`src/design/hfc_pkg.sv`:
```
// Shared types, constants and helpers for the half float converter.
package hfc_pkg;

	typedef enum logic [1:0] {
		KIND_H2S = 2'd0,
		KIND_H2D = 2'd1,
		KIND_S2H = 2'd2,
		KIND_D2H = 2'd3
	} kind_t;

	typedef struct packed {
		logic [1:0]  kind;
		logic [63:0] operand;
	} hfc_in_t;

	typedef struct packed {
		logic [63:0] result;
		logic        half_is_nan;
		logic        half_is_inf;
	} hfc_out_t;

	// Source fields decoded in the first stage.
	typedef struct packed {
		logic        widen;
		logic        dbl;
		logic        neg;
		logic [10:0] exp;
		logic [9:0]  frac;
		logic        fzero;
		logic        emax;
		logic        hsub;
	} hfc_dec_t;

	localparam logic [15:0] HalfNan  = 16'h7E00;
	localparam logic [15:0] HalfMaxf = 16'h7BFF;
	localparam logic [15:0] HalfInf  = 16'h7C00;
	localparam logic [31:0] F32Nan   = 32'h7FC00000;
	localparam logic [63:0] F64Nan   = 64'h7FF8000000000000;

	// Shift count that puts the leading one of a half subnormal fraction at bit 10.
	function automatic logic [3:0] lead_shift(input logic [9:0] m);
		logic [3:0] n;
		n = 4'd0;
		for (int i = 0; i < 10; i++) begin
			if (m[i]) begin
				n = 4'(10 - i);
			end
		end
		return n;
	endfunction

endpackage

```
`src/design/half_float_converter.sv`:
```
// Top level of the half float converter: three stage pipeline.
// A beat accepted at a rising edge passes through the v_s1, v_s2 and v_s3 registers and shows
// its result with done high once it reaches v_s3. Throughput: one beat per cycle; busy is
// always low, since the receiver cannot stall. Reset clears all stage valid bits and
// the clamp_q register to zero; payload registers are not reset.
module half_float_converter import hfc_pkg::*; (
	input  logic     clk,
	input  logic     arst_n,
	input  logic     start,
	output logic     busy,
	input  hfc_in_t  operand_in,
	output logic     done,
	output hfc_out_t result_out,
	input  logic     cfg_valid,
	output logic     cfg_ready,
	input  logic     cfg_data
);
	logic        clamp_q;
	logic        v_s1, v_s2, v_s3;
	hfc_dec_t    dec_c, dec_s1, dec_s2;
	logic [10:0] exp_c, exp_s2;
	logic [9:0]  frac_c, frac_s2;
	hfc_out_t    out_c, out_s3;

	// The pipeline never stalls, so both handshakes are always open.
	assign busy      = 1'b0;
	assign cfg_ready = 1'b1;

	always_ff @(posedge clk or negedge arst_n) begin
		if (!arst_n) begin
			clamp_q <= 1'b0;
		end else if (cfg_valid) begin
			clamp_q <= cfg_data;
		end
	end

	// Stage one decodes the source fields.
	hfc_decode u_dec (.in_item(operand_in), .dec(dec_c));
	// Stage two normalizes and rebiases.
	hfc_norm u_norm (.dec(dec_s1), .exp_out(exp_c), .frac_out(frac_c));
	// Stage three handles special values and packs the result.
	hfc_pack u_pack (
		.dec(dec_s2), .exp_in(exp_s2), .frac_in(frac_s2),
		.clamp(clamp_q), .out_item(out_c)
	);

	always_ff @(posedge clk or negedge arst_n) begin
		if (!arst_n) begin
			v_s1 <= 1'b0;
			v_s2 <= 1'b0;
			v_s3 <= 1'b0;
		end else begin
			v_s1 <= start && !busy;
			v_s2 <= v_s1;
			v_s3 <= v_s2;
		end
	end

	always_ff @(posedge clk) begin
		dec_s1  <= dec_c;
		dec_s2  <= dec_s1;
		exp_s2  <= exp_c;
		frac_s2 <= frac_c;
		out_s3  <= out_c;
	end

	assign done       = v_s3;
	assign result_out = out_s3;

	// A result appears with done high once its beat has passed through v_s1, v_s2 and v_s3.
	a_latency: assert property (@(posedge clk) disable iff (!arst_n)
		start |-> ##3 done) else $error("result missing after accepted beat");
	// Flags never both set.
	a_flags: assert property (@(posedge clk) disable iff (!arst_n)
		done |-> !(result_out.half_is_nan && result_out.half_is_inf))
		else $error("nan and inf flags both set");
	// Narrowed results stay within sixteen bits.
	a_narrow: assert property (@(posedge clk) disable iff (!arst_n)
		(v_s2 && !dec_s2.widen) |=> (result_out.result[63:16] == 48'd0))
		else $error("narrowed result has high bits set");
endmodule

```
`src/design/hfc_decode.sv`:
```
// First stage: field extraction and classification of the source operand.
module hfc_decode import hfc_pkg::*; (
	input  hfc_in_t  in_item,
	output hfc_dec_t dec
);
	always_comb begin
		dec = '0;
		unique case (kind_t'(in_item.kind))
			KIND_H2S, KIND_H2D: begin
				dec.widen = 1'b1;
				dec.dbl   = in_item.kind[0];
				dec.neg   = in_item.operand[15];
				dec.exp   = {6'd0, in_item.operand[14:10]};
				dec.frac  = in_item.operand[9:0];
				dec.fzero = in_item.operand[9:0] == 10'd0;
				dec.emax  = in_item.operand[14:10] == 5'h1F;
				dec.hsub  = in_item.operand[14:10] == 5'd0;
			end
			KIND_S2H: begin
				dec.neg   = in_item.operand[31];
				dec.exp   = {3'd0, in_item.operand[30:23]};
				dec.frac  = in_item.operand[22:13];
				dec.fzero = in_item.operand[22:0] == 23'd0;
				dec.emax  = in_item.operand[30:23] == 8'hFF;
			end
			default: begin
				dec.dbl   = 1'b1;
				dec.neg   = in_item.operand[63];
				dec.exp   = in_item.operand[62:52];
				dec.frac  = in_item.operand[51:42];
				dec.fzero = in_item.operand[51:0] == 52'd0;
				dec.emax  = in_item.operand[62:52] == 11'h7FF;
			end
		endcase
	end
endmodule

```
`src/design/hfc_norm.sv`:
```
// Second stage: subnormal normalization and exponent rebias.
module hfc_norm import hfc_pkg::*; (
	input  hfc_dec_t    dec,
	output logic [10:0] exp_out,
	output logic [9:0]  frac_out
);
	logic [3:0]  sh;
	logic [10:0] mshift;
	always_comb begin
		sh     = lead_shift(dec.frac);
		mshift = {1'b0, dec.frac} << sh;
		exp_out  = dec.exp;
		frac_out = dec.frac;
		if (dec.widen) begin
			if (dec.hsub) begin
				exp_out  = (dec.dbl ? 11'd1009 : 11'd113) - {7'd0, sh};
				frac_out = mshift[9:0];
			end else begin
				exp_out = dec.exp + (dec.dbl ? 11'd1008 : 11'd112);
			end
		end
	end
endmodule

```
`src/design/hfc_pack.sv`:
```
// Third stage: special cases and result assembly.
module hfc_pack import hfc_pkg::*; (
	input  hfc_dec_t    dec,
	input  logic [10:0] exp_in,
	input  logic [9:0]  frac_in,
	input  logic        clamp,
	output hfc_out_t    out_item
);
	logic [15:0] h;
	logic [10:0] lo, hi;
	always_comb begin
		out_item = '0;
		h  = '0;
		lo = dec.dbl ? 11'd1008 : 11'd112;
		hi = dec.dbl ? 11'd1039 : 11'd143;
		if (dec.widen) begin
			out_item.half_is_nan = dec.emax && !dec.fzero;
			out_item.half_is_inf = dec.emax && dec.fzero;
			if (dec.hsub && dec.fzero) begin
				out_item.result = dec.dbl ? {dec.neg, 63'd0} : {32'd0, dec.neg, 31'd0};
			end else if (dec.emax && !dec.fzero) begin
				out_item.result = dec.dbl ? F64Nan : {32'd0, F32Nan};
			end else if (dec.emax) begin
				out_item.result = dec.dbl ? {dec.neg, 11'h7FF, 52'd0}
				                          : {32'd0, dec.neg, 8'hFF, 23'd0};
			end else if (dec.dbl) begin
				out_item.result = {dec.neg, exp_in, frac_in, 42'd0};
			end else begin
				out_item.result = {32'd0, dec.neg, exp_in[7:0], frac_in, 13'd0};
			end
		end else begin
			if (dec.emax && !dec.fzero) begin
				h = HalfNan;
			end else if (exp_in <= lo) begin
				h = {dec.neg, 15'd0};
			end else if (exp_in >= hi) begin
				h = {dec.neg, clamp ? HalfMaxf[14:0] : HalfInf[14:0]};
			end else begin
				h = {dec.neg, 5'(exp_in - lo), frac_in};
			end
			out_item.result      = {48'd0, h};
			out_item.half_is_nan = h[14:10] == 5'h1F && h[9:0] != 10'd0;
			out_item.half_is_inf = h[14:10] == 5'h1F && h[9:0] == 10'd0;
		end
	end
endmodule

```
`config.mk`:
```
export PLATFORM = sky130hd
export DESIGN_NAME = half_float_converter
export DESIGN_NICKNAME = d
export VERILOG_FILES = /design/src/design/hfc_pkg.sv /design/src/design/half_float_converter.sv /design/src/design/hfc_decode.sv /design/src/design/hfc_norm.sv /design/src/design/hfc_pack.sv
export SDC_FILE = /design/constraint.sdc
export NUM_CORES = 1
export LEC_CHECK = 0
export BUFFER_PORTS_ARGS = -buffer_cell sky130_fd_sc_hd__buf_4
export CORE_MARGIN = 3
export CORE_UTILIZATION = 51
export CTS_CLUSTER_DIAMETER = 80
export DETAILED_ROUTE_END_ITERATION = 6
export GPL_ROUTABILITY_DRIVEN = 0
export PLACE_DENSITY = 0.89
export SKIP_LAST_GASP = 1
export SLEW_MARGIN = 20
export SYNTH_ARGS = -nofsm -noshare
export SYNTH_HDL_FRONTEND = slang
export SYNTH_SLANG_ARGS = --single-unit
```
`constraint.sdc`:
```
create_clock -name clk -period 2.8 [get_ports clk]
set_input_delay 0.28 -clock clk [delete_from_list [all_inputs] [get_ports clk]]
set_output_delay 0.28 -clock clk [all_outputs]
set_load 0.005 [all_outputs]
```
After elaboration in Yosys (flattened, before gate mapping)

Index checks and enable logic that the tools add are counted.

Add/sub/neg operators: 3
Magnitude comparators: 2
Equality and inequality tests: 6
Shift-type cells: 1
Mux-type cells: 34
Reductions and logical operators: 14

Operators with widths:

| operator             | count |
|---|---|
| $mux 64              | 6 |
| $mux 63              | 1 |
| $logic_not 52->1     | 1 |
| $mux 10              | 5 |
| $pmux 24 s2          | 1 |
| $mux 11              | 4 |
| $mux 4               | 10 |
| $mux 16              | 2 |
| $mux 15              | 2 |
| $logic_not 23->1     | 1 |
| $logic_not 10->1     | 2 |
| $mux 18              | 1 |
| $add 11x11->11       | 1 |
| $eq 11x11->1 const B | 1 |
| $ge 11x11->1         | 1 |
| $le 11x10->1         | 1 |
| $sub 11x4->11        | 1 |
| $eq 5x5->1 const B   | 2 |
| $reduce_bool 10->1   | 1 |
| $shl 10x4->10        | 1 |
| $eq 8x8->1 const B   | 1 |
| $logic_and 1x1->1    | 5 |
| $logic_not 5->1      | 1 |
| $sub 5x5->5          | 1 |
| 7 further kinds      | 7 |

Flip-flop bits (word level): 124
Input bits: 71
Output and inout bits: 69
Word-level logic and storage cells: 84

Logic depth before layout (Yosys ltp)

Depth after elaboration: 13
Depth in mapped cells: 9
Mapped depth without buffers: 8

Cells and area by module

From an unflattened synthesis, not the netlist that was laid out.

Cell total of the unflattened synthesis: 564
Area total of the unflattened synthesis: 5534.1 µm²

Modules (own cells, without submodules):

| module               | times used | cells each | area an instance (µm²) |
|---|---|---|---|
| half_float_converter | 1          | 150        | 2960.3 |
| hfc_norm             | 1          | 156        | 993.5 |
| hfc_pack             | 1          | 157        | 965.9 |
| hfc_decode           | 1          | 101        | 614.3 |

Least setup slack after synthesis

No wires, ideal clock.

Kind: flip-flop to flip-flop
Start point: reg dec_s2[25] in the netlist's numbering
End point: reg out_s3, in the netlist result_out[0]
Library setup time: 87 ps
Arrival: 1999 ps
Required time: 2713 ps
Setup slack: 714 ps
Stages on the path, launching flop included: 8
Period minus slack after synthesis: 2086 ps
Cells stage by stage: dfxtp_1 > inv_1 > ha_1 > nand2b_1 > a21oi_1 > a211oi_2 > mux2_2 > o31ai_1

RTL lines:

| what                   | RTL line                   | RTL |
|---|---|---|
| from (decl)            | half_float_converter.sv:20 | `hfc_dec_t dec_c, dec_s1, dec_s2;` |
| from (signal assigned) | half_float_converter.sv:61 | `dec_s2 <= dec_s1;` |
| to (signal assigned)   | half_float_converter.sv:64 | `out_s3 <= out_c;` |
| to (decl)              | half_float_converter.sv:23 | `hfc_out_t out_c, out_s3;` |

Worst setup path in the final report

Start point: reg dec_s2[25] in the netlist's numbering
End point: reg out_s3, in the netlist result_out[11]

Cells in the longest elaborated chain, start to end: 7

RTL lines:

| what         | RTL line       | RTL |
|---|---|---|
| $mux 11      | hfc_pack.sv:15 | `hi = dec.dbl ? 11'd1039 : 11'd143;` |
| $ge 11x11->1 | hfc_pack.sv:36 | `end else if (exp_in >= hi) begin` |
| $mux 15      | hfc_pack.sv:36 |  |
| $mux 15 (*)  | hfc_pack.sv:34 | `end else if (exp_in <= lo) begin` |
| $mux 16 (*)  | hfc_pack.sv:32 | `if (dec.emax && !dec.fzero) begin` |
| $mux 16 (*)  | hfc_pack.sv:16 | `if (dec.widen) begin` |
| $mux 18 (*)  | hfc_pack.sv:16 |  |

Every way passes the cells marked *; elsewhere a longest branch is shown, timed or not. The select of a mux whose other input is x is not followed.
A chain may end at the register's enable or synchronous reset.

==> impl_metrics.env <==
export IMPL_status="finished, final reports clean"
export IMPL_period_share_pct=92.1
export IMPL_arrival_ns=2.95
export IMPL_die_height_um=103
export IMPL_internal_power_uw=3450
export IMPL_wl_per_cell_um=15.6
export IMPL_final_common_cell="buf_4"
export IMPL_ys_seq_area_share_pct=48.3
export IMPL_area_delta_synth_final_pct=32.8
export IMPL_worst_pin_slew_ns=0.628
export IMPL_cap_violations=0
export IMPL_synth_edf_count=0
export IMPL_grt_overflow=0
export IMPL_grt_pass1_wl_um=19100
export IMPL_clk_latency_ns=0.51
export IMPL_track_usage_pct=23.2
export IMPL_vias=4349
export IMPL_root_buffer="clkbuf_8"
export IMPL_syn_inst=534
export IMPL_dieWidth_um=103
export IMPL_core_area_um2=8890
export IMPL_finalSetupViolCount=0
export IMPL_cts_tree="built"
export IMPL_fmax_ghz=0.388
export IMPL_avgSynthCellArea_um2=8.92
export IMPL_path_cells="inv_1 > ha_1 > nand2b_1 > a21oi_1 > a211oi_4 > nand2b_1 > a21o_1 > a21oi_1"
export IMPL_power_frac_comb_pct=13.9
export IMPL_crit_family="compound AO/OA/AOI/OAI gates"
export IMPL_die_area_um2=10500
export IMPL_leakage_uw=0.00287
export IMPL_path_buf_inv=1
export IMPL_rsz0062_at_grt="no"
export IMPL_numCtsBuffers=17
export IMPL_cp_slowest_cell="dfxtp_1"
export IMPL_finalHoldViolations=0
export IMPL_clk_pin_slew_ns=0.05
export IMPL_end_kind="flop"
export IMPL_ctsHtreeMaxLevel=4
export IMPL_fin_hold_ws_ns=0.0185
export IMPL_fin_skew_ns=0.00473
export IMPL_switching_share_pct=25.2
export IMPL_dpl_cell_area_um2=5700
export IMPL_clock_path_buffers=2
export IMPL_first_iter_violations=333
export IMPL_ys_types=57
export IMPL_wirelength_um=12200
export IMPL_synth_main_ff_cell="dfxtp_1"
export IMPL_layout_common_cells="129 x buf_4, 110 x dfxtp_1, 82 x nor2_1"
export IMPL_ant_nets=0
export IMPL_row_count=34
export IMPL_io_pins=140
export IMPL_crit_required_ns=3.17
export IMPL_syn_cell_area_um2=4770
export IMPL_start_util_pct=53.6
export IMPL_post_route_util_pct=71.2
export IMPL_final_cells=779
export IMPL_drc=0
export IMPL_routed_via_density=5.58
export IMPL_dpl_cell_count=744
export IMPL_nNetsFinal=742
export IMPL_irDropWorstVdd_v=0.000334
export IMPL_p_clk_share_pct=45.7
export IMPL_slew_headroom_pct=58.0
export IMPL_antenna_cells_inserted=0
export IMPL_period_needed_ns=2.58
export IMPL_ys_ff_latch=114
export IMPL_drive_gt1_share_pct=25.8
export IMPL_p_switching_uw=1160
export IMPL_io_buffers=127
export IMPL_power_density_nw_per_um2=728
export IMPL_tns_ns=0
export IMPL_ys_warn_count=0
export IMPL_fillerInstances=629
export IMPL_drv_slew=0
export IMPL_clock_sinks=114
export IMPL_async_flop_share_pct=3.51
export IMPL_crit_fanout=11
export IMPL_worstSetupPathType="reg2reg"
export IMPL_hpwlAfterDp_um=8560
export IMPL_seq_power_share_pct=40.4
export IMPL_first_global_vias=4117
export IMPL_first_pass_iters=5
export IMPL_final_area_um2=6330
export IMPL_crit_path_start_kind="flop"
export IMPL_antenna_found_initial=0
export IMPL_max_stage_delay_ns=0.47
export IMPL_hold_path_class="in2reg"
export IMPL_grt_max_degree=40
-- repair_timing --
item,4_1_cts,5_1_grt
endpoints found under the hold margin,6,0
buffers inserted,0,0
resized for setup,0,1
setup endpoints to repair,0,1
hold buffers,3,0
-- logic make-up (layout without fill, tap and decap cells) --
logic type      Yosys count  in the layout  synth area share [%]
fa+ha+maj                13             13                  3.41
xor+xnor                  3              3                 0.551
compound gates          107            107                  13.9
other cells               2             12                 0.158
flops                   114            114                  48.3
buf+inv                  51            178                  5.46
mux                      30             30                  6.51
simple gates            214            214                  21.7
-- registers in the layout, indices dropped and copies added (netlist names) --
signal	count
dec_s2	6
dec_s1	27
v_s2	1
clamp_q	1
v_s1	1
exp_s2	11
result_out	56
frac_s2	10
done	1
-- stage by stage --
step | worst slack, ns | power (µW)
after floorplan | 0.714 | 2230
after global placement | 0.529 | 2470
after detailed placement | 0.314 | 2500
after CTS | 0.219 | 4620
after global routing | 0.0640 | 4770
final | 0.221 | 4610
-- final cells by class --
cell class | instances | area (µm²) | area share [%]
Sequential cell | 114 | 2300 | 36.4
Multi-Input combinational cell | 379 | 2250 | 35.5
Timing Repair Buffer | 132 | 998 | 15.8
Clock buffer | 19 | 432 | 6.82
Clock inverter | 13 | 160 | 2.53
Tap cell | 108 | 135 | 2.14
Inverter | 14 | 52.6 | 0.830
-- cells in the mapped netlist, types with 2 or more instances --
library cell,instances,area [µm²]
and2_1,16,100
nor2b_1,2,12.5
ha_1,13,163
xnor2_1,3,26.3
nor3b_1,2,15.0
o41ai_1,2,17.5
o21a_1,3,22.5
o21ai_0,20,100
dfxtp_1,110,2200
nand2b_1,11,68.8
and4_1,2,17.5
a211o_1,2,17.5
dfrtp_1,4,100
a211oi_1,2,15.0
mux2i_1,25,250
a31oi_1,2,12.5
clkbuf_1,14,52.6
a21o_1,4,30.0
a21oi_1,54,270
nor4_1,16,100
or3_1,5,31.3
inv_1,12,45.0
nor2_1,82,308
mux2_2,4,45.0
nand4b_1,2,17.5
buf_2,4,20.0
buf_6,2,22.5
conb_1,2,7.51
nor3_1,9,45.0
o31ai_1,2,15.0
o22a_1,2,17.5
inv_2,2,7.51
o21ai_1,2,10.0
nand3_1,11,55.1
nand4_1,8,50.1
buf_1,4,15.0
and3_1,3,18.8
nand2_1,40,150
buf_4,13,97.6
-- metal layers --
layer | track usage, % | vias to the layer above | wire [µm]
li1 | - | 2082 | -
met3 | 5.89 | 34 | 1050
met5 | 0 | - | 0
met1 | 26.5 | 1965 | 4830
met2 | 41.2 | 268 | 6010
met4 | 9.38 | 0 | 286
-- worst register-to-register path, cell delays in order (launching register included) --
cell and delay, ns:
dfxtp_1 0.47, inv_1 0.20, ha_1 0.42, nand2b_1 0.13, a21oi_1 0.09, a211oi_4 0.47, nand2b_1 0.44, a21o_1 0.17
a21oi_1 0.05
-- power by group through the flow --
stage / Combinational [µW] / Sequential (µW) / Clock, µW
4_1_cts: 628 / 1860 / 2130
6_report: 642 / 1860 / 2100
3_3_place_gp: 584 / 1880 / 0
5_1_grt: 704 / 1870 / 2190
3_5_place_dp: 609 / 1890 / 0
2_1_floorplan: 386 / 1850 / 0
-- final timing paths --
kind                             from        endpoint  slack [ns]  cells after the start
max in group asynchronous      arst_n            v_s2        2.58                      2
hold / removal               cfg_data         clamp_q        0.02                      2
setup / recovery           dec_s2[25]  result_out[11]        0.22                      8
min in group asynchronous      arst_n            done        0.12                      2
hold reg to reg            dec_s1[24]      dec_s2[24]        0.33                      0
setup reg to reg           dec_s2[25]  result_out[11]        0.22                      8
Power figures use the tool's default switching activity.
